File: config.mk
export PLATFORM = sky130hd
export DESIGN_NAME = pcfb_rop
export DESIGN_NICKNAME = d
export VERILOG_FILES = /design/src/design/pcfb_pkg.sv /design/src/design/pcfb_rop.sv
export SDC_FILE = /design/constraint.sdc
export NUM_CORES = 2
export LEC_CHECK = 0
export ABC_AREA = 1
export BUFFER_PORTS_ARGS = -buffer_cell sky130_fd_sc_hd__buf_2
export CAP_MARGIN = 20
export CORE_ASPECT_RATIO = 1.2
export CORE_MARGIN = 2
export CORE_UTILIZATION = 30
export DETAILED_ROUTE_END_ITERATION = 10
export HOLD_SLACK_MARGIN = 0.12
export MAX_ROUTING_LAYER = met4
export PLACE_DENSITY = 0.54
export SLEW_MARGIN = 20
export SYNTH_ARGS = -nofsm -noshare
export SYNTH_HDL_FRONTEND = slang
export SYNTH_SLANG_ARGS = --single-unit
File: constraint.sdc
create_clock -name aclk -period 10.13 [get_ports aclk]
set_clock_uncertainty 0.1 [all_clocks]
set_input_delay 1.5195 -clock aclk [delete_from_list [all_inputs] [get_ports aclk]]
set_output_delay 1.5195 -clock aclk [all_outputs]
set_load 0.01 [all_outputs]
File: src/design/pcfb_pkg.sv
// shared constants, codes and types of the pixel compositor framebuffer
`default_nettype none

package pcfb_pkg;

    // framebuffer geometry
    localparam int MAX_WIDTH  = 512;
    localparam int MAX_HEIGHT = 512;
    localparam int FB_DEPTH   = MAX_WIDTH * MAX_HEIGHT;
    localparam int ADDR_W     = $clog2(FB_DEPTH);

    // pixel and field widths
    localparam int CHAN_W   = 8;
    localparam int NUM_CHAN = 3;
    localparam int PIX_W    = CHAN_W * NUM_CHAN;
    localparam int COORD_W  = 16;
    localparam int CFG_W    = 10;
    localparam int ALPHA_W  = 10;
    localparam int INTEN_W  = 16;
    localparam int ACT_W    = 2;

    // stream word layout
    localparam int S_DATA_W = 88;
    localparam int M_DATA_W = 24;

    // register port
    localparam int APB_AW = 3;
    localparam int APB_DW = 32;

    localparam logic [CFG_W-1:0]  CANVAS_RST = CFG_W'(512);
    localparam logic [CHAN_W-1:0] CHAN_MAX   = {CHAN_W{1'b1}};

    typedef enum logic [ACT_W-1:0] {
        ACT_READ,
        ACT_SET,
        ACT_BLEND,
        ACT_GLOW
    } action_t;

    typedef enum logic {
        REG_CANVAS_WIDTH,
        REG_CANVAS_HEIGHT
    } reg_idx_t;

    typedef enum logic [1:0] {
        ST_CLEAR,
        ST_IDLE,
        ST_FETCH,
        ST_WRITE
    } fb_state_t;

    // control from the sequencer to the pixel arithmetic
    typedef struct packed {
        logic load;
        logic blend_sel;
    } rop_ctrl_t;

endpackage

`default_nettype wire

File: src/design/pcfb_rop.sv
// per-channel alpha blend and saturating additive glow, one product stage
`default_nettype none

module pcfb_rop (
    input  wire logic                            aclk,
    input  wire pcfb_pkg::rop_ctrl_t             ctrl,
    input  wire logic [pcfb_pkg::PIX_W-1:0]      old_pix,
    input  wire logic [pcfb_pkg::PIX_W-1:0]      src_pix,
    input  wire logic [pcfb_pkg::CHAN_W-1:0]     alpha,
    input  wire logic [pcfb_pkg::INTEN_W-1:0]    intensity,
    output      logic [pcfb_pkg::PIX_W-1:0]      new_pix
);
    import pcfb_pkg::*;

    localparam int DIFF_W  = CHAN_W + 1;
    localparam int BPROD_W = DIFF_W + CHAN_W + 1;
    localparam int GPROD_W = CHAN_W + INTEN_W;
    localparam int RECIP_W = BPROD_W + CHAN_W + 1;
    localparam int Q_W     = CHAN_W + 1;
    localparam int BRES_W  = CHAN_W + 3;
    localparam int GSUM_W  = GPROD_W - CHAN_W + 2;

    logic [PIX_W-1:0] old_reg;
    logic             blend_sel_reg;

    // shared operand registers
    always_ff @(posedge aclk) begin
        if (ctrl.load) begin
            old_reg       <= old_pix;
            blend_sel_reg <= ctrl.blend_sel;
        end
    end

    for (genvar c = 0; c < NUM_CHAN; c++) begin : g_chan
        logic        [CHAN_W-1:0]  old_c;
        logic        [CHAN_W-1:0]  src_c;
        logic signed [DIFF_W-1:0]  diff;
        logic signed [BPROD_W-1:0] bprod_next;
        logic signed [BPROD_W-1:0] bprod_reg;
        logic        [GPROD_W-1:0] gprod_next;
        logic        [GPROD_W-1:0] gprod_reg;
        logic signed [BPROD_W-1:0] dsum;
        logic                      neg;
        logic        [BPROD_W-1:0] mag;
        logic        [RECIP_W-1:0] recip;
        logic        [Q_W-1:0]     q0;
        logic        [BPROD_W-1:0] rem;
        logic        [Q_W-1:0]     quot;
        logic signed [BRES_W-1:0]  bres;
        logic        [CHAN_W-1:0]  bout;
        logic        [GPROD_W:0]   gr;
        logic        [GSUM_W-1:0]  gsum;
        logic        [CHAN_W-1:0]  gout;

        assign old_c = old_pix[c*CHAN_W +: CHAN_W];
        assign src_c = src_pix[c*CHAN_W +: CHAN_W];

        // products: (new - old) * alpha and ch * intensity
        always_comb begin
            diff       = signed'({1'b0, src_c}) - signed'({1'b0, old_c});
            bprod_next = BPROD_W'(diff) * signed'(BPROD_W'(alpha));
            gprod_next = GPROD_W'(src_c) * GPROD_W'(intensity);
        end

        always_ff @(posedge aclk) begin
            if (ctrl.load) begin
                bprod_reg <= bprod_next;
                gprod_reg <= gprod_next;
            end
        end

        // blend: add 127, then divide by 255 truncating toward zero, via *257 >> 16 and one correction
        always_comb begin
            dsum  = bprod_reg + BPROD_W'(127);
            neg   = dsum[BPROD_W-1];
            mag   = neg ? BPROD_W'(-dsum) : BPROD_W'(dsum);
            recip = RECIP_W'({mag, {CHAN_W{1'b0}}}) + RECIP_W'(mag);
            q0    = recip[2*CHAN_W +: Q_W];
            rem   = mag - (BPROD_W'({q0, {CHAN_W{1'b0}}}) - BPROD_W'(q0));
            quot  = (rem >= BPROD_W'(CHAN_MAX)) ? q0 + Q_W'(1) : q0;
            bres  = neg ? signed'(BRES_W'(old_reg[c*CHAN_W +: CHAN_W])) - signed'(BRES_W'(quot))
                        : signed'(BRES_W'(old_reg[c*CHAN_W +: CHAN_W])) + signed'(BRES_W'(quot));
            if (bres < 0) begin
                bout = '0;
            end else if (bres > signed'(BRES_W'(CHAN_MAX))) begin
                bout = CHAN_MAX;
            end else begin
                bout = bres[CHAN_W-1:0];
            end
        end

        // glow: round half up, add, saturate
        always_comb begin
            gr   = (GPROD_W + 1)'(gprod_reg) + (GPROD_W + 1)'(128);
            gsum = GSUM_W'(gr[GPROD_W:CHAN_W]) + GSUM_W'(old_reg[c*CHAN_W +: CHAN_W]);
            gout = (gsum > GSUM_W'(CHAN_MAX)) ? CHAN_MAX : gsum[CHAN_W-1:0];
        end

        assign new_pix[c*CHAN_W +: CHAN_W] = blend_sel_reg ? bout : gout;
    end

endmodule

`default_nettype wire

==> impl_metrics.json <==
{
  "ys_types": 61,
  "finalMaxSlewViolations": 0,
  "coreArea_sq_mm": 0.121,
  "antenna_found_initial": 23,
  "hold_viol_final": 0,
  "dpl.hpwl_mm": 79.1,
  "startpoint_type": "register",
  "start_util_pct": 30.2,
  "synth_edf_count": 130,
  "htreeDepth": 4,
  "drc": 0,
  "worst_pin_slew_ns": 1.04,
  "final_util_pct": 37.5,
  "syn_to_final_growth_pct": 24.1,
  "first_iter_violations": 1421,
  "cts.sinks": 130,
  "cp_slowest_stage_delay_ns": 0.42,
  "ctsHoldBuffers": 0,
  "cp.arrival_ns": 9.16,
  "fin_ws_ns": -0.653,
  "row_count": 140,
  "max_cap_violations": 0,
  "layout.nets": 6450,
  "yosysWarnings": 0,
  "syn_inst": 4970,
  "cts_buffers": 17,
  "cts_buffer_depth": 2,
  "slew_headroom_pct": 30.5,
  "clk_pin_slew_ns": 0.06,
  "die_x_um": 323,
  "ant_nets": 0,
  "wl_mm": 101,
  "syn_nets": 5938,
  "synth-main-ff-cell": "edfxtp_1",
  "required_ns": 8.51,
  "outcome": "finished with violations",
  "cts_tree": "yes",
  "path_common_cell": "nand2_2",
  "min_period_over_period_pct": 106,
  "routabilityCongestion": 0.887,
  "yosys.area.top_type": "fa_1",
  "grt.total_usage_pct": 16.9,
  "drt_pass1_iterations": 7,
  "grt_pass1_wl_mm": 165,
  "path_class": "register to output port",
  "avgSynthCellArea_sq_um": 7.36,
  "drive_gt1_share_pct": 21.0,
  "die_area_sq_mm": 0.125,
  "fin_hold_ws_ns": 1.11,
  "synth_area_leaders": "fa_1 (24%), ha_1 (15%), inv_1 (13%)",
  "ys_ff_latch": 130,
  "fp.dieH_um": 387,
  "portBuffers": 98,
  "cts_root_buf": "clkbuf_16",
  "async_reset_ff_share_pct": 0,
  "via_count": 32200,
  "worst-path-max-fanout": 5,
  "grt_pass1_vias": 33000,
  "violations": "setup timing",
  "period_needed_ns": 10.78,
  "grt-ovfl-total": 0,
  "drt-vias-per-instance": 4.51,
  "rsz0062_at_grt": "true",
  "setup_viol": 24,
  "holdPathStages": 1,
  "grt_max_degree": 68,
  "final_common_cell": "inv_1",
  "endpoint_kind": "output port",
  "hold_class": "input pin to register",
  "synth_seq_area_share_pct": 10.7,
  "slowest_stage": "edfxtp_1",
  "wl_per_cell_um": 14.2,
  "largest_reg_flops": 54,
  "synth_top_area_share_pct": 24.3,
  "clock.fmax_mhz": 92.7,
  "io-pin-count": 99,
  "synth_area_sq_mm": 0.0366,
  "layout_common_cells": "inv_1 (1208), nand2_1 (1008), buf_4 (494)"
}
==> cell families after synthesis <==
| family | after synthesis | synth area share, % |
|---|---|---|
| AO/OA/AOI/OAI | 424 | 6.60 |
| XOR/XNOR | 313 | 7.57 |
| flip-flops | 130 | 10.7 |
| buffers and inverters | 1402 | 14.4 |
| adder cells (fa/ha/maj) | 893 | 39.6 |
| AND/OR/NAND/NOR | 1807 | 21.1 |
| multiplexers | 1 | 0.0273 |
==> what timing repair did <==
action,4_1_cts,5_1_grt
resized for setup,227,276
pin swaps,139,248
setup buffers,140,49
setup endpoints to repair,24,24
==> path summary, 6_finish.rpt <==
path,startpoint,end,slack (ns)
setup / recovery,g_chan[1].bprod_reg[1]$_DFFE_PP_,new_pix[15],-0.65
hold / removal,ctrl[0],blend_sel_reg$_DFFE_PP_,1.11
==> synth_stat cells, drive strengths merged, types with 3 or more instances <==
library cell  number
a211oi             8
a21o              13
a21oi            203
a221oi             3
a31oi              3
and2               6
buf               11
clkbuf           105
edfxtp           130
fa               444
ha               449
inv             1284
nand2           1130
nand3            165
nand3b            20
nand4             40
nor2             357
nor3              46
nor4              13
o21a               4
o21ai            124
o21bai            38
o31ai             16
or2               25
xnor2             67
xor2             246
==> critical path, delay by kind of cell, from the launching register on <==
kind                       cells  cell delay (ns)
buffers and inverters         11             0.92
DFF                            1             0.42
and+or+nand+nor               29             2.85
adders and majority gates      6             1.48
AOI/OAI and AO/OA             17             2.43
xor gates and xnor gates       3             0.53
==> through the flow <==
stage	setup TNS [ns]	worst slack (ns)	instance area, sq um	std cells
final	-13.43	-0.653	45400	7140
after global routing	-27.88	-1.34	45400	7137
after CTS	-8.56	-0.402	43800	7083
after detailed placement	-5.72	-0.318	41200	6912
after global placement	-2.78	-0.222	41200	6912
after floorplan	0	0.0160	36600	4970
==> area by class of cell <==
cell class / instances / area (sq um)
Clock inverter: 14 / 179
Fill cell: 12700 / 75800
Multi-Input combinational cell: 3438 / 29500
Tap cell: 1633 / 2040
Inverter: 1286 / 4870
Clock buffer: 17 / 425
Antenna cell: 13 / 32.5
Sequential cell: 130 / 3900
Timing Repair Buffer: 609 / 4410
==> per-layer routing <==
layer | share of wire [%] | track usage, % | wire, um
met1 | 44 | 20.2 | 44500
met5 | 0 | - | 0
met4 | 2.4 | 4.68 | 2460
met2 | 50 | 29.4 | 50800
met3 | 3.3 | 2.21 | 3310
Power is not shown: default switching activity piles up to over one toggle a cycle in this logic, so the estimate is an artifact.
